===== src/hw/rtl/motor_feedback_frame_decoder_core_macros.svh =====
// Assertion helpers for the motor feedback decoder.
// Each macro expects clk_i and rst_ni in scope.
`ifndef MOTOR_FEEDBACK_FRAME_DECODER_CORE_MACROS_SVH
`define MOTOR_FEEDBACK_FRAME_DECODER_CORE_MACROS_SVH

`ifndef ASSERT_OFF

`define MFD_ASSERT(lbl, prop, msg) \
  lbl: assert property (@(posedge clk_i) disable iff (!rst_ni) (prop)) else $error(msg);

`define MFD_ASSERT_NEXT(lbl, ante, cons, msg) \
  lbl: assert property (@(posedge clk_i) disable iff (!rst_ni) (ante) |=> (cons)) \
    else $error(msg);

`else

`define MFD_ASSERT(lbl, prop, msg)

`define MFD_ASSERT_NEXT(lbl, ante, cons, msg)

`endif

`endif


===== src/hw/rtl/mfd_pkg.sv =====
package mfd_pkg;

  // Field widths
  localparam int unsigned CFG_W     = 24;  // range registers, signed Q8.16
  localparam int unsigned THR_W     = 23;  // wrap threshold
  localparam int unsigned VAL_W     = 26;  // scaled value before truncation
  localparam int unsigned SPAN_W    = 25;  // max - min
  localparam int unsigned TURN_W    = 16;
  localparam int unsigned TOTAL_W   = 48;
  localparam int unsigned FRAME_W   = 64;
  localparam int unsigned CFG_IDX_W = 3;

  localparam int unsigned POS_BITS_DEF = 16;
  localparam int unsigned VEL_BITS_DEF = 12;
  localparam int unsigned TRQ_BITS     = 12;

  // Scaler pipeline depth
  localparam int unsigned SCL_LAT = 4;

  // Register reset values
  localparam logic signed [CFG_W-1:0] POS_MIN_RST = -24'sd819200;
  localparam logic signed [CFG_W-1:0] POS_MAX_RST =  24'sd819200;
  localparam logic signed [CFG_W-1:0] VEL_MIN_RST = -24'sd1966080;
  localparam logic signed [CFG_W-1:0] VEL_MAX_RST =  24'sd1966080;
  localparam logic signed [CFG_W-1:0] TRQ_MIN_RST = -24'sd655360;
  localparam logic signed [CFG_W-1:0] TRQ_MAX_RST =  24'sd655360;
  localparam logic [THR_W-1:0]        THR_RST     =  23'd819200;

  typedef enum logic [CFG_IDX_W-1:0] {
    CFG_POS_MIN  = 3'd0,
    CFG_POS_MAX  = 3'd1,
    CFG_VEL_MIN  = 3'd2,
    CFG_VEL_MAX  = 3'd3,
    CFG_TRQ_MIN  = 3'd4,
    CFG_TRQ_MAX  = 3'd5,
    CFG_WRAP_THR = 3'd6
  } cfg_idx_e;

  typedef enum logic {
    MODE_FEEDBACK = 1'b0,
    MODE_CALIB    = 1'b1
  } mode_e;

  // Frame bytes that travel alongside the scalers
  typedef struct packed {
    mode_e      mode;
    logic [7:0] byte0;
    logic [7:0] mos_temp;
    logic [7:0] rotor_temp;
  } side_t;

  // Result item, motor_id in the lowest bits
  typedef struct packed {
    logic [TOTAL_W-1:0] total_angle;
    logic [TURN_W-1:0]  turn_count;
    logic [7:0]         rotor_temp;
    logic [7:0]         mos_temp;
    logic [CFG_W-1:0]   torque;
    logic [CFG_W-1:0]   velocity;
    logic [CFG_W-1:0]   position;
    logic [3:0]         error_code;
    logic [3:0]         motor_id;
  } result_t;

  localparam int unsigned RES_W = $bits(result_t);

endpackage


===== src/hw/rtl/mfd_scale.sv =====
// Linear scaler: lo + trunc(raw * (hi - lo) / (2^BITS - 1)), four stages.
// Division by 2^BITS - 1 uses the geometric shift sum plus one correction.
module mfd_scale
  import mfd_pkg::*;
#(
  parameter int unsigned BITS = POS_BITS_DEF
) (
  input  logic                    clk_i,
  input  logic                    en_i,
  input  logic [BITS-1:0]         raw_i,
  input  logic signed [CFG_W-1:0] lo_i,
  input  logic signed [CFG_W-1:0] hi_i,
  output logic signed [VAL_W-1:0] val_o
);

  localparam int unsigned PW = BITS + CFG_W;             // product width
  localparam int unsigned NT = (PW + BITS - 1) / BITS;   // shift-sum terms
  localparam int unsigned QW = PW - BITS + 1;            // first quotient estimate
  localparam logic [PW:0] DEN = (PW+1)'((64'd1 << BITS) - 64'd1);

  // span magnitude, refreshed every cycle (range registers are static in use)
  logic signed [SPAN_W-1:0] span;
  logic [CFG_W-1:0]         span_mag_d, span_mag_q;
  logic                     span_neg_q;

  assign span       = SPAN_W'(hi_i) - SPAN_W'(lo_i);
  assign span_mag_d = span[SPAN_W-1] ? CFG_W'(-span) : span[CFG_W-1:0];

  always_ff @(posedge clk_i) begin
    span_mag_q <= span_mag_d;
    span_neg_q <= span[SPAN_W-1];
  end

  // stage 1: magnitude product
  logic [PW-1:0] m_q;
  logic          neg1_q;

  // stage 2: quotient estimate, low by at most one
  logic [PW:0]   m_ext;
  logic [PW:0]   sum_d;
  logic [QW-1:0] q0_q;
  logic [PW-1:0] m2_q;
  logic          neg2_q;

  assign m_ext = {1'b0, m_q};

  always_comb begin
    sum_d = '0;
    for (int k = 0; k < NT; k++) begin
      sum_d = sum_d + (m_ext >> (k * BITS));
    end
  end

  // stage 3: remainder check
  logic [PW:0]      q0_ext;
  logic [PW:0]      rem;
  logic [CFG_W-1:0] q_d, q_q;
  logic             neg3_q;

  assign q0_ext = (PW+1)'(q0_q);
  assign rem    = {1'b0, m2_q} + q0_ext - (q0_ext << BITS);
  assign q_d    = q0_q[CFG_W-1:0] + CFG_W'(rem >= DEN);

  // stage 4: sign and offset
  logic signed [VAL_W-1:0] q_s;
  logic signed [VAL_W-1:0] val_d;

  assign q_s   = $signed(VAL_W'(q_q));
  assign val_d = VAL_W'(lo_i) + (neg3_q ? -q_s : q_s);

  always_ff @(posedge clk_i) begin
    if (en_i) begin
      m_q    <= PW'(raw_i) * PW'(span_mag_q);
      neg1_q <= span_neg_q;
      q0_q   <= sum_d[PW:BITS];
      m2_q   <= m_q;
      neg2_q <= neg1_q;
      q_q    <= q_d;
      neg3_q <= neg2_q;
      val_o  <= val_d;
    end
  end

endmodule


===== config.mk =====
export PLATFORM = sky130hd
export DESIGN_NAME = mfd_scale
export DESIGN_NICKNAME = d
export VERILOG_FILES = /design/src/hw/rtl/motor_feedback_frame_decoder_core_macros.svh /design/src/hw/rtl/mfd_pkg.sv /design/src/hw/rtl/mfd_scale.sv
export SDC_FILE = /design/constraint.sdc
export NUM_CORES = 1
export LEC_CHECK = 0
export CAP_MARGIN = 20
export CORE_UTILIZATION = 56
export CTS_BUF_LIST = sky130_fd_sc_hd__clkbuf_2
export CTS_CLUSTER_SIZE = 8
export DETAILED_ROUTE_END_ITERATION = 8
export DONT_BUFFER_PORTS = 1
export GPL_ROUTABILITY_DRIVEN = 0
export PLACE_DENSITY_LB_ADDON = 0.1
export RECOVER_POWER = 25
export SKIP_LAST_GASP = 1
export SLEW_MARGIN = 40
export SYNTH_ARGS = -nofsm -noshare
export SYNTH_HDL_FRONTEND = slang
export SYNTH_SLANG_ARGS = --single-unit
export TNS_END_PERCENT = 20

===== constraint.sdc =====
create_clock -name clk_i -period 9.65 [get_ports clk_i]
set_clock_uncertainty 0.05 [all_clocks]
set_input_delay 0.965 -clock clk_i [delete_from_list [all_inputs] [get_ports clk_i]]
set_output_delay 0.965 -clock clk_i [all_outputs]
set_load 0.1 [all_outputs]

* Yosys cells after proc, flatten, opt, wreduce, memory -nomap -nowiden
Index checks and enable logic that the tools add are counted.
Word-level totals: register bits 183, bits of input ports 66, output and inout bits 26, logic and storage cells 23
Cells by class: add/subtract/negate cells 9, $mul 1, order comparisons 1, muxes and demuxes 2
Operators by type and width (number):
- $add 40x24->41 | 1
- $add 40x25->41 | 1
- $add 41x8->41 | 1
- $ge 41x16->1 const B | 1
- $sub 41x41->41 | 1
- $mul 16x24->40 | 1
- $add 24x26->26 | 1
- $mux 26 | 1
- $neg 24->26 | 1
- $sub 24x24->25 | 1
- $add 24x1->24 | 1
- $mux 24 | 1
- $neg 24->24 | 1

* Depth between registers and ports, before layout
Gate-level depths: netlist of run 1.
word-level depth 4, depth in mapped cells 27, depth with buffers taken out 26

* Least setup slack after synthesis of run 1
Ideal clock, no wire load.
path kind input port to flip-flop, start input raw_i[9], end register m_q[39], data pin, library setup time 260 ps, arrival 7032 ps, data required time 9340 ps, path slack 2308 ps, stages 26, path buffers 1, path through clkbuf_1 nand2_1 fa_1 inv_1 fa_1 inv_1 fa_1 inv_1 fa_1 fa_1 inv_1 fa_1 inv_1 ha_1 a21o_1 a31oi_1 o21ai_0 a211oi_1 a31oi_1 a41o_1 or3_1 a21oi_1 a21oi_1 a21o_1 a21oi_1 xnor2_1
On the way: word-level cells in the longest chain between the ends 1
RTL lines:
- from (decl) | RTL line mfd_scale.sv:10 | input logic [BITS-1:0] raw_i,
- $mul 16x24->40 | RTL line mfd_scale.sv:73 | m_q <= PW'(raw_i) * PW'(span_mag_q);
- to (signal assigned) | RTL line mfd_scale.sv:73
- to (decl) | RTL line mfd_scale.sv:35 | logic [PW-1:0] m_q;
No other way between the ends. A chain may end at the register's enable or synchronous reset.

* Worst setup path after layout of run 1
start register span_mag_q[8], end register m_q[39], data pin
On the way: word-level cells in the longest chain between the ends 1
RTL lines:
- from (decl) | RTL line mfd_scale.sv:23 | logic [CFG_W-1:0] span_mag_d, span_mag_q;
- from (signal assigned) | RTL line mfd_scale.sv:30 | span_mag_q <= span_mag_d;
- $mul 16x24->40 | RTL line mfd_scale.sv:73
No other way between the ends.

==> results of run 1 <==
[per-stage QoR]
stage / std cells / cell area, um^2 / setup WS (ps) / hold WS, ps
global route: 3307 / 26360 / 1622 / 102.3
global placement: 3274 / 26100 / 2175 / 337.3
detailed placement: 3274 / 26100 / 1997 / 345.7
CTS: 3306 / 26360 / 2148 / 87.62
finish: 3307 / 26360 / 2070 / 190.2
floorplan: 2740 / 25620 / 2308 / 335.5
[per-layer routing]
metal / wire length (um) / up-vias / track usage, %
met2: 29920 / 589 / 46.99
met1: 28820 / 9153 / 38.74
met4: 1233 / 0 / 7.113
li1: - / 8808 / -
met5: 0 / - / 0
met3: 3776 / 82 / 4.440
[flip-flops by register name, indices dropped and copies added (netlist names)]
signal	flops
span_neg_q	1
val_o	26
m_q	40
neg2_q	1
neg1_q	1
m2_q	40
q0_q	25
span_mag_q	24
neg3_q	1
q_q	24
[kinds of logic after synthesis]
| family | after synthesis | synth area share (%) |
|---|---|---|
| compound gates | 410 | 10.55 |
| mux | 5 | 0.1953 |
| flops | 183 | 20.47 |
| fa+ha+maj | 599 | 38.74 |
| simple gates | 778 | 15.07 |
| xor+xnor | 180 | 6.153 |
| buf+inv | 585 | 8.819 |
[placed cells by master (no fill, tap or decap), types with 11 or more instances in the layout]
master	n
inv_1	509
nor2b_1	12
a21oi_1	113
a21o_1	62
o21ai_0	74
nand2_1	306
dfxtp_1	25
or3_1	11
nand4_1	18
ha_1	275
nand3_1	40
nand2b_1	16
clkbuf_2	19
edfxtp_1	158
and2_1	175
o21bai_1	18
fa_1	324
and3_1	21
nor2_1	98
xor2_1	40
o21a_1	23
nor3_1	28
xnor2_1	140
a211oi_1	11
a31oi_1	22
o31ai_1	15
[layout make-up]
type                       instances  area, um^2
tap                              600       750.7
fill                            4024       18920
antenna                            1       2.502
clock buffer                      19       95.09
clock inverter                    13       168.9
timing repair buffer               9       67.56
multi-input combinational       1972       18120
inverter                         510        1914
sequential                       183        5245
[worst reg2reg max path: stages (launching register included)]
cell and delay (ps):
dfxtp_1 960, nand2_1 190, fa_1 580, inv_1 60, fa_1 530, inv_1 50, fa_1 500, inv_1 50
fa_1 460, fa_1 550, inv_1 60, fa_1 530, inv_1 40, ha_1 350, a21o_1 190, a31oi_1 190
o21ai_0 150, a211oi_1 240, a31oi_1 170, a41o_1 330, or3_1 330, a21oi_1 240, a21oi_1 150, a21o_1 210
a21oi_1 170, xnor2_1 80
[path summary, 6_finish.rpt]
kind / from / to / slack [ps] / depth (start not counted)
worst max-delay path: span_mag_q[8] / m_q[39] / 2070 / 25
worst min-delay path: en_i / val_o[20] / 190 / 0
worst max register to register: span_mag_q[8] / m_q[39] / 2070 / 25
worst min register to register: span_neg_q / neg1_q / 400 / 0
==> impl_metrics.py, run 1 <==
metrics = {
    "sta": {
        "slew_headroom_pct": 39.39,
        "fin_crit_ps": 7580,
        "worst_slew_pin_slew_ps": 911.1,
        "drv_slew": 0,
        "setup_viol": 0,
        "hold_viol": 0,
        "tns_ps": 0,
        "min_period_over_period_pct": 78.54,
        "fmax_mhz": 131.9,
        "rsz0062_at_grt": "no",
    },
    "cts": {
        "path_clk_slew_ps": 350,
        "htreeDepth": 4,
        "ctsHoldBuffers": 0,
        "cts_buffers": 17,
        "cts_tree": "yes",
        "clock_sinks": 183,
        "clk_latency_ps": 880,
        "clk_path_buf_depth": 2,
        "post_cts_buffers": 0,
        "cts-root-buf": "clkbuf_2",
        "cts_resized": 0,
    },
    "floorplanning": {
        "start_util_pct": 56.58,
        "num_rows": 78,
        "die_height_um": 215.9,
        "coreArea_mm2": 0.04528,
        "ios": 92,
        "die_w_um": 215.9,
        "die-area_mm2": 0.04662,
    },
    "cells_and_area": {
        "nets": 3358,
        "finish.utilization_pct": 58.22,
        "area_growth_pct": 2.886,
        "post_route_cells_drive_above_1_share_pct": 2.624,
    },
    "setup_path": {
        "cp_slowest_cell": "dfxtp_1",
        "path_class": "reg -> reg",
        "cp-start-kind": "register",
        "cp.required_ps": 10300,
        "cp-end-kind": "register",
        "crit_family": "adder cells",
        "arrival_ps": 8230,
        "crit_fanout": 16,
        "crit_path_frequent_cell": "fa_1",
        "cp_num_buf_inv": 5,
        "slowest_delay_ps": 960,
    },
    "synthesis": {
        "ys_top_cells_by_count": "inv_1 (509), fa_1 (324), nand2_1 (306), ha_1 (275), and2_1 (175)",
        "synthArstFlopShare_pct": 0,
        "yosys_warnings": 0,
        "avgSynthCellArea_um2": 9.352,
        "synth_most_common_cell": "inv_1",
        "synth_nets": 3405,
        "synth-edff-count": 158,
        "yosys.cell_types.count": 79,
        "netlist_area_mm2": 0.02562,
        "synth.top_cell.area_share_pct": 25.31,
        "synth-seq-cells": 183,
        "netlist_instances": 2740,
        "synth_area_leaders": "fa_1 (25%), edfxtp_1 (19%), ha_1 (13%)",
        "synthFlopType": "edfxtp_1",
        "yosysSeqAreaShare_pct": 20.47,
        "synth_area_leader_cell": "fa_1",
    },
    "routing": {
        "wl_per_cell_um": 19.28,
        "wl_mm": 63.75,
        "first_iter_violations": 1356,
        "vias_per_cell": 5.634,
        "ant_nets": 0,
        "route.detailed.drc": 0,
        "vias": 18630,
        "first_pass_iters": 5,
    },
    "place": {
        "hpwl_mm": 50.98,
        "port-buffer-count": 0,
    },
    "grt": {
        "antenna_found_initial": 1,
        "gr-total-overflow": 0,
        "grt_pass1_vias": 19350,
        "grt_pass1_wl_mm": 103.6,
        "grt_use_total_pct": 28.30,
        "grt_max_degree": 159,
    },
    "outcome": {
        "status": "complete, no violations",
    },
    "worst_hold_path": {
        "hold_path.class": "in -> reg",
    },
    "job": {
        "cap_violations": 0,
    },
}
Power of run 1 is not shown: default switching activity piles up to over one toggle a cycle in this logic, so the estimate is an artifact.
==> run 2, diff against run 1 <==
Clock period 9.65 ns to 6.2 ns, I/O delays scaled along.
==> run 2 against run 1 <==
The flow now finishes with violations (design-rule violations, max-capacitance violations, max-slew violations, negative setup slack). Sequential cell count stayed put. Sequential share of layout area is 1.0 points lower. Register-to-register slack worse by 2400 ps. Die area stayed put. Cell area is 6.5% higher. First-iteration DRC count is 12% lower. Critical path depth stayed put. Worst setup slack worse by 2400 ps. Via count is 4.0% higher. Routed wire length is 0.60% higher. Global-route usage is 0.33 points higher. Non-clock buffer count is 161 higher. Critical endpoint unchanged.
==> impl_metrics.py, run 2 (synthesized netlist as in run 1, its figures left out) <==
metrics = {
    "outcome": {
        "status": "finished with violations",
        "violations": "design-rule violations, max-capacitance violations, max-slew violations, negative setup slack",
    },
    "setup_path": {
        "cp.required_ps": 6690,
        "path_class": "reg -> reg",
        "startpoint": "span_mag_q[10]",
        "arrival_ps": 7010,
        "slowest_delay_ps": 610,
        "r2r-start": "span_mag_q[10]",
        "cp-start-kind": "register",
        "r2r-end": "m_q[39]",
        "cp_slowest_cell": "fa_1",
        "cp-endpoint": "m_q[39]",
        "crit_fanout": 3,
        "reg2regPathDepth": 25,
        "crit_path_frequent_cell": "fa_1",
        "rrSetupSlack_ps": -320,
        "cp-end-kind": "register",
    },
    "floorplanning": {
        "start_util_pct": 56.58,
        "num_rows": 78,
        "die_w_um": 215.9,
        "coreArea_mm2": 0.04528,
        "die-area_mm2": 0.04662,
        "die_height_um": 215.9,
        "ios": 92,
    },
    "cells_and_area": {
        "post_route_cells_drive_above_1_share_pct": 11.30,
        "nets": 3519,
        "multi_input_area_mm2": 0.01847,
        "area_growth_pct": 9.527,
        "reg_top3": "m2_q: 40 flops, m_q: 40 flops, val_o: 26 flops",
        "layout_commonest_cell": "inv_1",
        "regArea_mm2": 0.005291,
        "stdcell_count": 3468,
        "n_fill_cell": 3830,
        "finish.utilization_pct": 61.98,
        "final_cell_mix": "inv_1 (493), fa_1 (313), nand2_1 (298)",
    },
    "grt": {
        "grt_use_total_pct": 28.64,
        "grt_max_degree": 159,
        "grt_pass1_vias": 20270,
        "grt_use_met2_pct": 49.43,
        "gr-total-overflow": 0,
        "antenna_found_initial": 1,
        "grt_util_met3_pct": 2.918,
        "grt_pass1_wl_mm": 105.6,
        "busiest_layer": "met2",
        "met1_usage_pct": 38.14,
    },
    "cts": {
        "htreeDepth": 4,
        "clock_sinks": 183,
        "clk_latency_ps": 850,
        "cts_tree": "yes",
        "cts_buffers": 17,
        "clk_path_buf_depth": 2,
        "path_clk_slew_ps": 370,
        "cts-root-buf": "clkbuf_2",
    },
    "routing": {
        "ant_nets": 0,
        "wl_per_cell_um": 18.49,
        "route.detailed.drc": 2,
        "vias": 19380,
        "wl_mm": 64.14,
        "vias_per_cell": 5.588,
        "first_iter_violations": 1189,
        "first_pass_iters": 7,
    },
    "place": {
        "place_ws_ps": -598.7,
        "hpwl_mm": 53.15,
        "placed_cells": 3408,
        "port-buffer-count": 0,
    },
    "worst_hold_path": {
        "hold_path.class": "in -> reg",
    },
    "sta": {
        "setup_viol": 11,
        "worst_slew_pin_slew_ps": 3920,
        "fin_crit_ps": 6522,
        "hold_viol": 0,
        "layout_setup_ws_ps": -321.7,
        "slew_headroom_pct": -161.4,
        "fmax_mhz": 153.3,
        "rsz0062_at_grt": "yes",
        "min_period_over_period_pct": 105.2,
        "whs_ps": 87.41,
        "drv_slew": 159,
    },
    "job": {
        "cap_violations": 1,
    },
}
-- run 2: changes by cell type in the layout (fill, tap and decap cells not counted), moves of 9 or more --
| cell | previous run | this run |
|---|---|---|
| buf_4 | 9 | 150 |
| inv_1 | 509 | 493 |
| inv_2 | 1 | 17 |
| dfxtp_1 | 25 | 10 |
| a21oi_1 | 113 | 101 |
| a21oi_2 | 3 | 14 |
| dfxtp_4 | 0 | 11 |
| fa_1 | 324 | 313 |
| fa_2 | 0 | 11 |
| ha_1 | 275 | 265 |
| buf_6 | 0 | 9 |
-- run 2: critical path: cells and delay by family, from the launching register on --
family / cells / cell delay (ps)
AO/OA/AOI/OAI: 9 / 1410
XOR/XNOR: 1 / 70
adder cells (fa/ha/maj): 7 / 3220
buffers and inverters: 5 / 370
flip-flops: 1 / 470
AND/OR/NAND/NOR: 3 / 600
-- run 2: how the worst min path moves through the flow --
stage | from | to | slack [ps] | depth (start not counted)
floorplan | span_neg_q | neg1_q | 340 | 0
global placement | span_neg_q | neg1_q | 340 | 0
detailed placement | span_neg_q | neg1_q | 340 | 0
CTS | lo_i[23] | val_o[25] | 20 | 2
global route | lo_i[23] | val_o[25] | 20 | 2
finish | lo_i[23] | val_o[25] | 90 | 2
-- run 2: area by class of cell --
type                    instances  area share (%)
diodes                          1        0.008917
clock buffers                  17          0.3032
clock inverters                15          0.5439
inverters                     510           6.821
multi-input cells            1972           65.80
flip-flops and latches        183           18.85
well taps                     600           2.675
repair buffers                170           4.998
-- run 2: layer usage --
| metal | wire [um] | vias to the layer above |
|---|---|---|
| met2 | 31130 | 553 |
| met5 | 0 | - |
| li1 | - | 9150 |
| met3 | 3010 | 100 |
| met1 | 28290 | 9577 |
| met4 | 1700 | 0 |
-- run 2: through the flow --
step                      area [um^2]  TNS [ps]
after detailed placement        27280     -5265
after global placement          27280     -4609
after floorplan                 25840     -1294
after CTS                       27850     -1647
final                           28060     -1060
after global routing            28060     -4190
-- run 2: what timing repair did --
action / CTS / global route
gates resized for setup: 60 / 41
endpoints found under the setup margin: 23 / 32
endpoints found under the hold margin: 162 / 0
pin swaps: 65 / 27
hold buffers: 5 / 0
buffers inserted: 12 / 8
Power of run 2 is left out for the same reason.
